**src/design/slui_pkg.sv**
```systemverilog
// shared types and constants for the sorted list union and intersection block
`timescale 1ns / 1ps

package slui_pkg;

    localparam int DATA_W    = 32;
    localparam int CNT_W     = 5;
    localparam int CFG_IDX_W = 2;
    localparam int CFG_DAT_W = 5;
    localparam int CNT_MAX   = 31;

    localparam logic [CFG_IDX_W-1:0] REG_SET_OP    = 2'd0;
    localparam logic [CFG_IDX_W-1:0] REG_CNT_FIRST = 2'd1;
    localparam logic [CFG_IDX_W-1:0] REG_CNT_SEC   = 2'd2;

    localparam logic [CNT_W-1:0] CNT_RESET = 5'd5;

    typedef enum logic [1:0] {
        S_LOAD,
        S_FETCH,
        S_STEP,
        S_FLUSH
    } t_state;

endpackage

```
**src/design/slui_ram.sv**
```systemverilog
// one-write one-read list store with registered read data
`timescale 1ns / 1ps

module slui_ram #(
    parameter int DEPTH = 16,
    parameter int WIDTH = 32,
    parameter int AW    = 4
) (
    input  logic             i_clk,
    input  logic             i_we,
    input  logic [AW-1:0]    i_waddr,
    input  logic [WIDTH-1:0] i_wdata,
    input  logic [AW-1:0]    i_raddr,
    output logic [WIDTH-1:0] o_rdata
);

    logic [WIDTH-1:0] r_mem [DEPTH];
    logic [WIDTH-1:0] r_rdata;

    always_ff @(posedge i_clk) begin
        if (i_we) begin
            r_mem[i_waddr] <= i_wdata;
        end
    end

    always_ff @(posedge i_clk) begin
        r_rdata <= r_mem[i_raddr];
    end

    assign o_rdata = r_rdata;

endmodule

```
**src/design/sorted_list_union_intersection.sv**
```systemverilog
// top level: list loading, two-index merge sequencer and result register
//
// Input stream (s_axis): one signed 32-bit element per request, count_first
// elements of list A followed by count_second elements of list B, each list
// sorted ascending. During loading tready is held high.
// After the last B element tready drops and the merge runs: each step reads
// both list heads from the stores (S_FETCH), then compares them as signed
// values (S_STEP), at most count_first + count_second steps, then a last
// fetch and compare that finds the lists done and a flush state that closes
// the run before tready returns.
// Output stream (m_axis): one result value per request, tlast on the last of
// the run; an empty result is one request with tuser set and tdata zero.
// The result register lets the merge run ahead by one item; when the
// receiver stalls, the merge waits in its compare step until space frees.
// Config writes (cfg channel, always ready) are for the user to make while idle;
// the block does not enforce that. A count write restarts loading at list A.
// Reset (synchronous, active low) restores the register defaults
// (intersection, both counts 5), clears the load count and the output.
// List stores are not cleared.
`timescale 1ns / 1ps

module sorted_list_union_intersection #(
    parameter int MAX_LEN = 16
) (
    input  logic                             i_clk,
    input  logic                             i_rst_n,
    // slave stream
    input  logic                             i_s_axis_tvalid,
    output logic                             o_s_axis_tready,
    input  logic [slui_pkg::DATA_W-1:0]      i_s_axis_tdata,   // [31:0] value
    // master stream
    output logic                             o_m_axis_tvalid,
    input  logic                             i_m_axis_tready,
    output logic [slui_pkg::DATA_W-1:0]      o_m_axis_tdata,   // [31:0] result_value
    output logic                             o_m_axis_tlast,   // is_final
    output logic                             o_m_axis_tuser,   // [0] is_empty
    // configuration
    input  logic                             i_cfg_valid,
    output logic                             o_cfg_ready,
    input  logic [slui_pkg::CFG_IDX_W-1:0]   i_cfg_index,
    input  logic [slui_pkg::CFG_DAT_W-1:0]   i_cfg_data
);

    import slui_pkg::*;

    localparam int CLAMP = (MAX_LEN < CNT_MAX) ? MAX_LEN : CNT_MAX;
    localparam int PW    = $clog2(CLAMP + 1);
    localparam int LW    = $clog2(2 * CLAMP + 1);
    localparam int AW    = (MAX_LEN > 1) ? $clog2(MAX_LEN) : 1;

    t_state r_state, n_state;

    logic             r_set_op;
    logic [CNT_W-1:0] r_cnt_a, r_cnt_b;
    logic [LW-1:0]    r_loaded;
    logic [PW-1:0]    r_i, r_j;
    logic [PW-1:0]    na, nb;

    logic [DATA_W-1:0] r_pend;
    logic              r_pend_valid;
    logic [DATA_W-1:0] r_out_data;
    logic              r_out_valid, r_out_last, r_out_empty;

    logic [DATA_W-1:0] rd_a, rd_b;

    // load path
    logic          in_acc, cfg_acc, cnt_write;
    logic [LW-1:0] total, base, base_b, next_loaded;
    logic          wr_a, wr_b, load_done;

    // merge step decisions
    logic              out_free;
    logic              in_main, tail_b, tail_a, step_done;
    logic              emit, adv_i, adv_j, stall;
    logic [DATA_W-1:0] emit_val;
    logic              push;
    logic [DATA_W-1:0] push_data;
    logic              push_last, push_empty;

    always_comb begin
        if (r_cnt_a == '0) begin
            na = PW'(1);
        end else if (int'(r_cnt_a) > CLAMP) begin
            na = PW'(CLAMP);
        end else begin
            na = PW'(r_cnt_a);
        end
        if (r_cnt_b == '0) begin
            nb = PW'(1);
        end else if (int'(r_cnt_b) > CLAMP) begin
            nb = PW'(CLAMP);
        end else begin
            nb = PW'(r_cnt_b);
        end
    end

    assign o_cfg_ready = 1'b1;
    assign cfg_acc     = i_cfg_valid & o_cfg_ready;
    assign cnt_write   = cfg_acc &&
                         (i_cfg_index == REG_CNT_FIRST || i_cfg_index == REG_CNT_SEC);

    assign in_acc      = i_s_axis_tvalid & o_s_axis_tready;
    assign total       = LW'(na) + LW'(nb);
    assign base        = (r_loaded >= total) ? '0 : r_loaded;
    assign wr_a        = in_acc && (base < LW'(na));
    assign wr_b        = in_acc && (base >= LW'(na));
    assign base_b      = base - LW'(na);
    assign next_loaded = base + LW'(1);
    assign load_done   = in_acc && (next_loaded >= total);

    slui_ram #(.DEPTH(MAX_LEN), .WIDTH(DATA_W), .AW(AW)) u_ram_a (
        .i_clk   (i_clk),
        .i_we    (wr_a),
        .i_waddr (AW'(base)),
        .i_wdata (i_s_axis_tdata),
        .i_raddr (AW'(r_i)),
        .o_rdata (rd_a)
    );

    slui_ram #(.DEPTH(MAX_LEN), .WIDTH(DATA_W), .AW(AW)) u_ram_b (
        .i_clk   (i_clk),
        .i_we    (wr_b),
        .i_waddr (AW'(base_b)),
        .i_wdata (i_s_axis_tdata),
        .i_raddr (AW'(r_j)),
        .o_rdata (rd_b)
    );

    assign out_free = !r_out_valid || i_m_axis_tready;

    // one compare per step on the two registered heads
    always_comb begin
        in_main   = (r_i < na) && (r_j < nb);
        tail_b    = !in_main && r_set_op && (r_j < nb);
        tail_a    = !in_main && r_set_op && !tail_b && (r_i < na);
        step_done = !in_main && !tail_b && !tail_a;
        emit      = 1'b0;
        adv_i     = 1'b0;
        adv_j     = 1'b0;
        emit_val  = rd_a;
        if (in_main) begin
            if ($signed(rd_a) < $signed(rd_b)) begin
                emit  = r_set_op;
                adv_i = 1'b1;
            end else if ($signed(rd_a) > $signed(rd_b)) begin
                emit     = r_set_op;
                emit_val = rd_b;
                adv_j    = 1'b1;
            end else begin
                emit  = 1'b1;
                adv_i = 1'b1;
                adv_j = 1'b1;
            end
        end else if (tail_b) begin
            emit     = 1'b1;
            emit_val = rd_b;
            adv_j    = 1'b1;
        end else if (tail_a) begin
            emit  = 1'b1;
            adv_i = 1'b1;
        end
        // a new result pushes the held one out, which needs a free slot
        stall = (r_state == S_STEP) && emit && r_pend_valid && !out_free;
    end

    // next state
    always_comb begin
        n_state = r_state;
        case (r_state)
            S_LOAD: begin
                if (load_done && !cnt_write) begin
                    n_state = S_FETCH;
                end
            end
            S_FETCH: begin
                n_state = S_STEP;
            end
            S_STEP: begin
                if (step_done) begin
                    n_state = S_FLUSH;
                end else if (!stall) begin
                    n_state = S_FETCH;
                end
            end
            S_FLUSH: begin
                if (out_free) begin
                    n_state = S_LOAD;
                end
            end
            default: begin
                n_state = S_LOAD;
            end
        endcase
    end

    // outputs of the sequencer
    always_comb begin
        o_s_axis_tready = 1'b0;
        push            = 1'b0;
        push_data       = r_pend;
        push_last       = 1'b0;
        push_empty      = 1'b0;
        case (r_state)
            S_LOAD: begin
                o_s_axis_tready = 1'b1;
            end
            S_STEP: begin
                push = !step_done && emit && r_pend_valid && out_free;
            end
            S_FLUSH: begin
                push       = out_free;
                push_last  = 1'b1;
                push_empty = !r_pend_valid;
                push_data  = r_pend_valid ? r_pend : '0;
            end
            default: begin
                o_s_axis_tready = 1'b0;
            end
        endcase
    end

    always_ff @(posedge i_clk) begin
        if (!i_rst_n) begin
            r_state      <= S_LOAD;
            r_set_op     <= 1'b0;
            r_cnt_a      <= CNT_RESET;
            r_cnt_b      <= CNT_RESET;
            r_loaded     <= '0;
            r_i          <= '0;
            r_j          <= '0;
            r_pend_valid <= 1'b0;
            r_out_valid  <= 1'b0;
            r_out_last   <= 1'b0;
            r_out_empty  <= 1'b0;
        end else begin
            r_state <= n_state;

            if (cfg_acc) begin
                case (i_cfg_index)
                    REG_SET_OP:    r_set_op <= i_cfg_data[0];
                    REG_CNT_FIRST: r_cnt_a  <= i_cfg_data;
                    REG_CNT_SEC:   r_cnt_b  <= i_cfg_data;
                    default:       r_set_op <= r_set_op;
                endcase
            end

            if (cnt_write || load_done) begin
                r_loaded <= '0;
            end else if (in_acc) begin
                r_loaded <= next_loaded;
            end

            if (r_state == S_LOAD) begin
                r_i <= '0;
                r_j <= '0;
            end else if (r_state == S_STEP && !step_done && !stall) begin
                if (adv_i) begin
                    r_i <= r_i + PW'(1);
                end
                if (adv_j) begin
                    r_j <= r_j + PW'(1);
                end
            end

            if (r_state == S_STEP && !step_done && !stall && emit) begin
                r_pend_valid <= 1'b1;
            end else if (r_state == S_FLUSH && out_free) begin
                r_pend_valid <= 1'b0;
            end

            if (push) begin
                r_out_valid <= 1'b1;
                r_out_last  <= push_last;
                r_out_empty <= push_empty;
            end else if (i_m_axis_tready) begin
                r_out_valid <= 1'b0;
            end
        end
    end

    // payload registers
    always_ff @(posedge i_clk) begin
        if (r_state == S_STEP && !step_done && !stall && emit) begin
            r_pend <= emit_val;
        end
        if (push) begin
            r_out_data <= push_data;
        end
    end

    assign o_m_axis_tvalid = r_out_valid;
    assign o_m_axis_tdata  = r_out_data;
    assign o_m_axis_tlast  = r_out_last;
    assign o_m_axis_tuser  = r_out_empty;

    // an empty result is always the closing item of its run
    a_empty_is_last: assert property (@(posedge i_clk) disable iff (!i_rst_n)
        r_out_valid && r_out_empty |-> r_out_last)
        else $error("empty result without tlast");

    // merge indices never pass the list lengths
    a_idx_bound: assert property (@(posedge i_clk) disable iff (!i_rst_n)
        r_state != S_LOAD |-> (r_i <= na) && (r_j <= nb))
        else $error("merge index out of range");

    // closing a run with room in the output returns to loading
    a_flush_done: assert property (@(posedge i_clk) disable iff (!i_rst_n)
        (r_state == S_FLUSH) && out_free |=> (r_state == S_LOAD) && !r_pend_valid)
        else $error("run did not close");

    // a stalled step keeps its indices
    a_stall_hold: assert property (@(posedge i_clk) disable iff (!i_rst_n)
        stall |=> $stable(r_i) && $stable(r_j))
        else $error("indices moved during stall");

endmodule
```
**config.mk**
```make
export PLATFORM = sky130hd
export DESIGN_NAME = sorted_list_union_intersection
export DESIGN_NICKNAME = d
export VERILOG_FILES = /design/src/design/slui_pkg.sv /design/src/design/slui_ram.sv /design/src/design/sorted_list_union_intersection.sv
export SDC_FILE = /design/constraint.sdc
export NUM_CORES = 1
export LEC_CHECK = 0
export ABC_CLOCK_PERIOD_IN_PS = 18090
export BUFFER_PORTS_ARGS = -buffer_cell sky130_fd_sc_hd__clkbuf_2
export CAP_MARGIN = 5
export CORE_MARGIN = 1
export CORE_UTILIZATION = 67
export CTS_CLUSTER_SIZE = 24
export DETAILED_ROUTE_END_ITERATION = 7
export PLACE_DENSITY = 0.8
export SETUP_SLACK_MARGIN = 0.4
export SYNTH_ARGS = -nofsm -noshare
export SYNTH_HDL_FRONTEND = slang
export SYNTH_HIERARCHICAL = 1
export SYNTH_SLANG_ARGS = --single-unit
```
**constraint.sdc**
```tcl
create_clock -name i_clk -period 18.09 [get_ports i_clk]
set_clock_uncertainty 0.05 [all_clocks]
set_input_delay 0 -clock i_clk [delete_from_list [all_inputs] [get_ports i_clk]]
set_output_delay 0 -clock i_clk [all_outputs]
set_load 0.005 [all_outputs]
```
==> impl_metrics.yaml <==
die:
  die_w_um: 264
  core_mm2: 0.0674
  start_util_pct: 68.0
  die-area_mm2: 0.0695
  placementRows: 95
  io_pins: 81
  die_height_um: 264
synth:
  seq_area_frac_synth_pct: 75.5
  postSynthCellCount: 2279
  synth.avg_cell_area_um2: 20.1
  yosysUniqueCellTypes: 76
  synth_flop_cell: "edfxtp_1"
  ys.warnings.count: 6
  ys_async_sr_fraction_pct: 0
  yosys_register_bits: 1185
  syn_nets: 2390
  syn_area_mm2: 0.0458
  synth_edf_count: 1088
worst_setup_path:
  critPathArrivalTime_ns: 7.55
  crit_type: "flop to flop"
  worstPathRequired_ns: 18.32
  critical_path.max_fanout: 32
  cp-end-kind: "flop"
  startpoint_type: "flop"
timing:
  hold_slack_ns: 0.0446
  drv_slew: 0
  hold_viol: 0
  min_period_over_period_pct: 40.4
  fmax_ghz: 0.137
  period_minus_slack_ns: 7.31
  tightestPinTransition_ns: 1.33
  rsz0062_at_grt: "no"
  max_slew_margin_pct: 11.2
  finalSetupViolations: 0
  setup_tns_ns: 0
route:
  drt_iter0_drc: 3611
  wl_um: 114000
  route.detailed.drc: 0
  vias: 24300
  antenna_left: 0
  viasPerCell: 7.20
  drtPass1Iterations: 6
  wl_per_cell_um: 33.7
cts:
  cts_resized: 0
  cts_buffer_depth: 3
  cts.sinks: 1185
  path_clk_slew_ns: 0.07
  cts_inserted_buffers: 111
  clock_latency_ns: 0.68
  cts-root-buf: "clkbuf_16"
  htreeDepth: 3
  tritoncts: "built"
pwr:
  ir_drop_v: 0.0000771
  p_leak_nw: 16.5
  power.density_mw_per_mm2: 111
hold_path:
  min_path_type: "input pin to flop"
run_status:
  status: "completed"
finish:
  regArea_mm2: 0.0346
  layout.cells.most_common: "edfxtp_1"
  multi_input_comb_area_mm2: 0.0108
  area_delta_synth_final_pct: 12.0
  layout_common_cells: "1088 x edfxtp_1, 256 x mux4_2, 129 x a22oi_1"
  nets: 2519
  fillers: 3341
  drive_gt1_share_pct: 24.2
placed_design:
  dp_hpwl_um: 61300
  gp_congestion: 0.907
  port_buffers: 79
global_route:
  antenna_found_initial: 2
  grt.overflow.total: 0
  grt_use_total_pct: 33.6
  grt_max_degree: 108
  grt_pass1_vias: 24100
  grt_pass1_wl_um: 166000
run:
  maxCapViolCount: 0
report_power, final:
part | switching [mW] | internal, mW
Combinational | 0.146 | 0.0593
Sequential | 0.0152 | 3.02
Clock | 1.03 | 1.40
Total | 1.20 | 4.48
synthesized netlist by cell type, drive strengths merged (4+ instances only):
library cell  number  area share (%)
nor2              38            0.31
mux2              32            0.79
or3                4           0.055
a21o              13            0.22
nand3b             4           0.066
nor3              18            0.20
clkbuf            45            0.37
and2              39            0.53
o31ai              6           0.098
o211ai             4           0.076
nand2b            10            0.14
o21ai             25            0.27
o21a               6           0.098
a21oi             40            0.46
a22oi            129             2.1
nand2            112            0.92
xor2               4           0.076
nand4             10            0.18
mux4             256              13
buf               59            0.72
edfxtp          1088              71
a21boi             8            0.13
dfxtp             97             4.2
inv               62            0.51
nor2b             12            0.16
xnor2              5           0.096
a211oi             4           0.066
or4                7            0.12
a41o               4           0.090
ha                65             1.8
nand3             31            0.34
repair_timing:
| action | in CTS | in global routing |
|---|---|---|
| hold buffers | 25 | 0 |
| hold endpoints to repair | 30 | 0 |
| setup buffers | 0 | 0 |
area by class of cell:
type | instances | area share [%]
Tap cell | 873 | 2.13
Multi-Input combinational cell | 927 | 21.0
Sequential cell | 1185 | 67.5
Inverter | 62 | 0.453
Antenna cell | 4 | 0.0195
Timing Repair Buffer | 121 | 1.53
Clock inverter | 68 | 1.59
Clock buffer | 138 | 5.83
critical path: stages (launching register included):
cell and delay, ns:
dfxtp_1 0.36, nor3_1 0.06, o21ai_0 0.32, inv_1 0.15, ha_1 0.22, inv_1 0.08, fa_1 0.43, ha_1 0.29
a21o_1 0.16, a21o_1 0.21, a21o_1 0.19, maj3_1 0.37, a21oi_2 0.35, and2_1 0.49, inv_1 0.09, ha_1 0.24
fa_1 0.45, nor3b_1 0.22, o21a_1 0.13, a211o_1 0.11, o21a_1 0.34, or3b_2 0.62, nor2_4 0.92
registers in the layout, summed over array words and instances, names as in the netlist:
register and flops:
o_m_axis_tdata 32, o_m_axis_tlast 1, o_m_axis_tuser 1, o_m_axis_tvalid 1, r_cnt_a 5, r_cnt_b 5, r_i 5, r_j 5
r_loaded 6, r_pend 32, r_pend_valid 1, r_set_op 1, r_state 2, u_ram_a/o_rdata 32, u_ram_a/r_mem 512, u_ram_b/o_rdata 32
u_ram_b/r_mem 512
per-stage QoR:
step / setup slack (ns) / instance area [µm²] / total power, mW / utilization [%] / cells
2_1_floorplan: 10.47 / 45800 / 3.18 / - / 2279
3_3_place_gp: 11.06 / 47300 / 3.27 / 70.1 / 3143
3_5_place_dp: 10.92 / 47300 / 3.28 / 70.1 / 3143
4_1_cts: 10.82 / 51300 / 5.69 / 76.2 / 3374
5_1_grt: 10.42 / 51300 / 5.80 / 76.2 / 3374
6_report: 10.78 / 51300 / 5.67 / 76.2 / 3378
metal layers:
metal	up-vias	GRT usage [%]	part of all wire (%)
met1	12600	47.5	36
met2	1863	52.5	49
met3	277	6.17	11
met4	2	13.9	4.1
met5	-	0	0.0097
li1	9602	-	-
kinds of logic (layout without fill, tap and decap cells):
kind of cell / Yosys count / after routing / synth area share, %
compound gates: 260 / 260 / 4.11
xor+xnor: 9 / 9 / 0.172
fa+ha+maj: 69 / 69 / 1.91
buf+inv: 167 / 389 / 1.62
flops: 1185 / 1185 / 75.5
mux: 290 / 290 / 13.4
other cells: 1 / 5 / 0.00818
simple gates: 298 / 298 / 3.27
path summary, 6_finish.rpt:
check / to / startpoint / cells after the start / slack (ns)
max: u_ram_b/r_mem[3][8] / r_cnt_a[2] / 22 / 10.78
max reg2reg: u_ram_b/r_mem[3][8] / r_cnt_a[2] / 22 / 10.78
min: u_ram_a/r_mem[13][31] / i_s_axis_tdata[31] / 1 / 0.04
min reg2reg: r_cnt_a[3] / r_cnt_a[3] / 2 / 0.44
No activity file was read; power rests on OpenSTA's default activity.
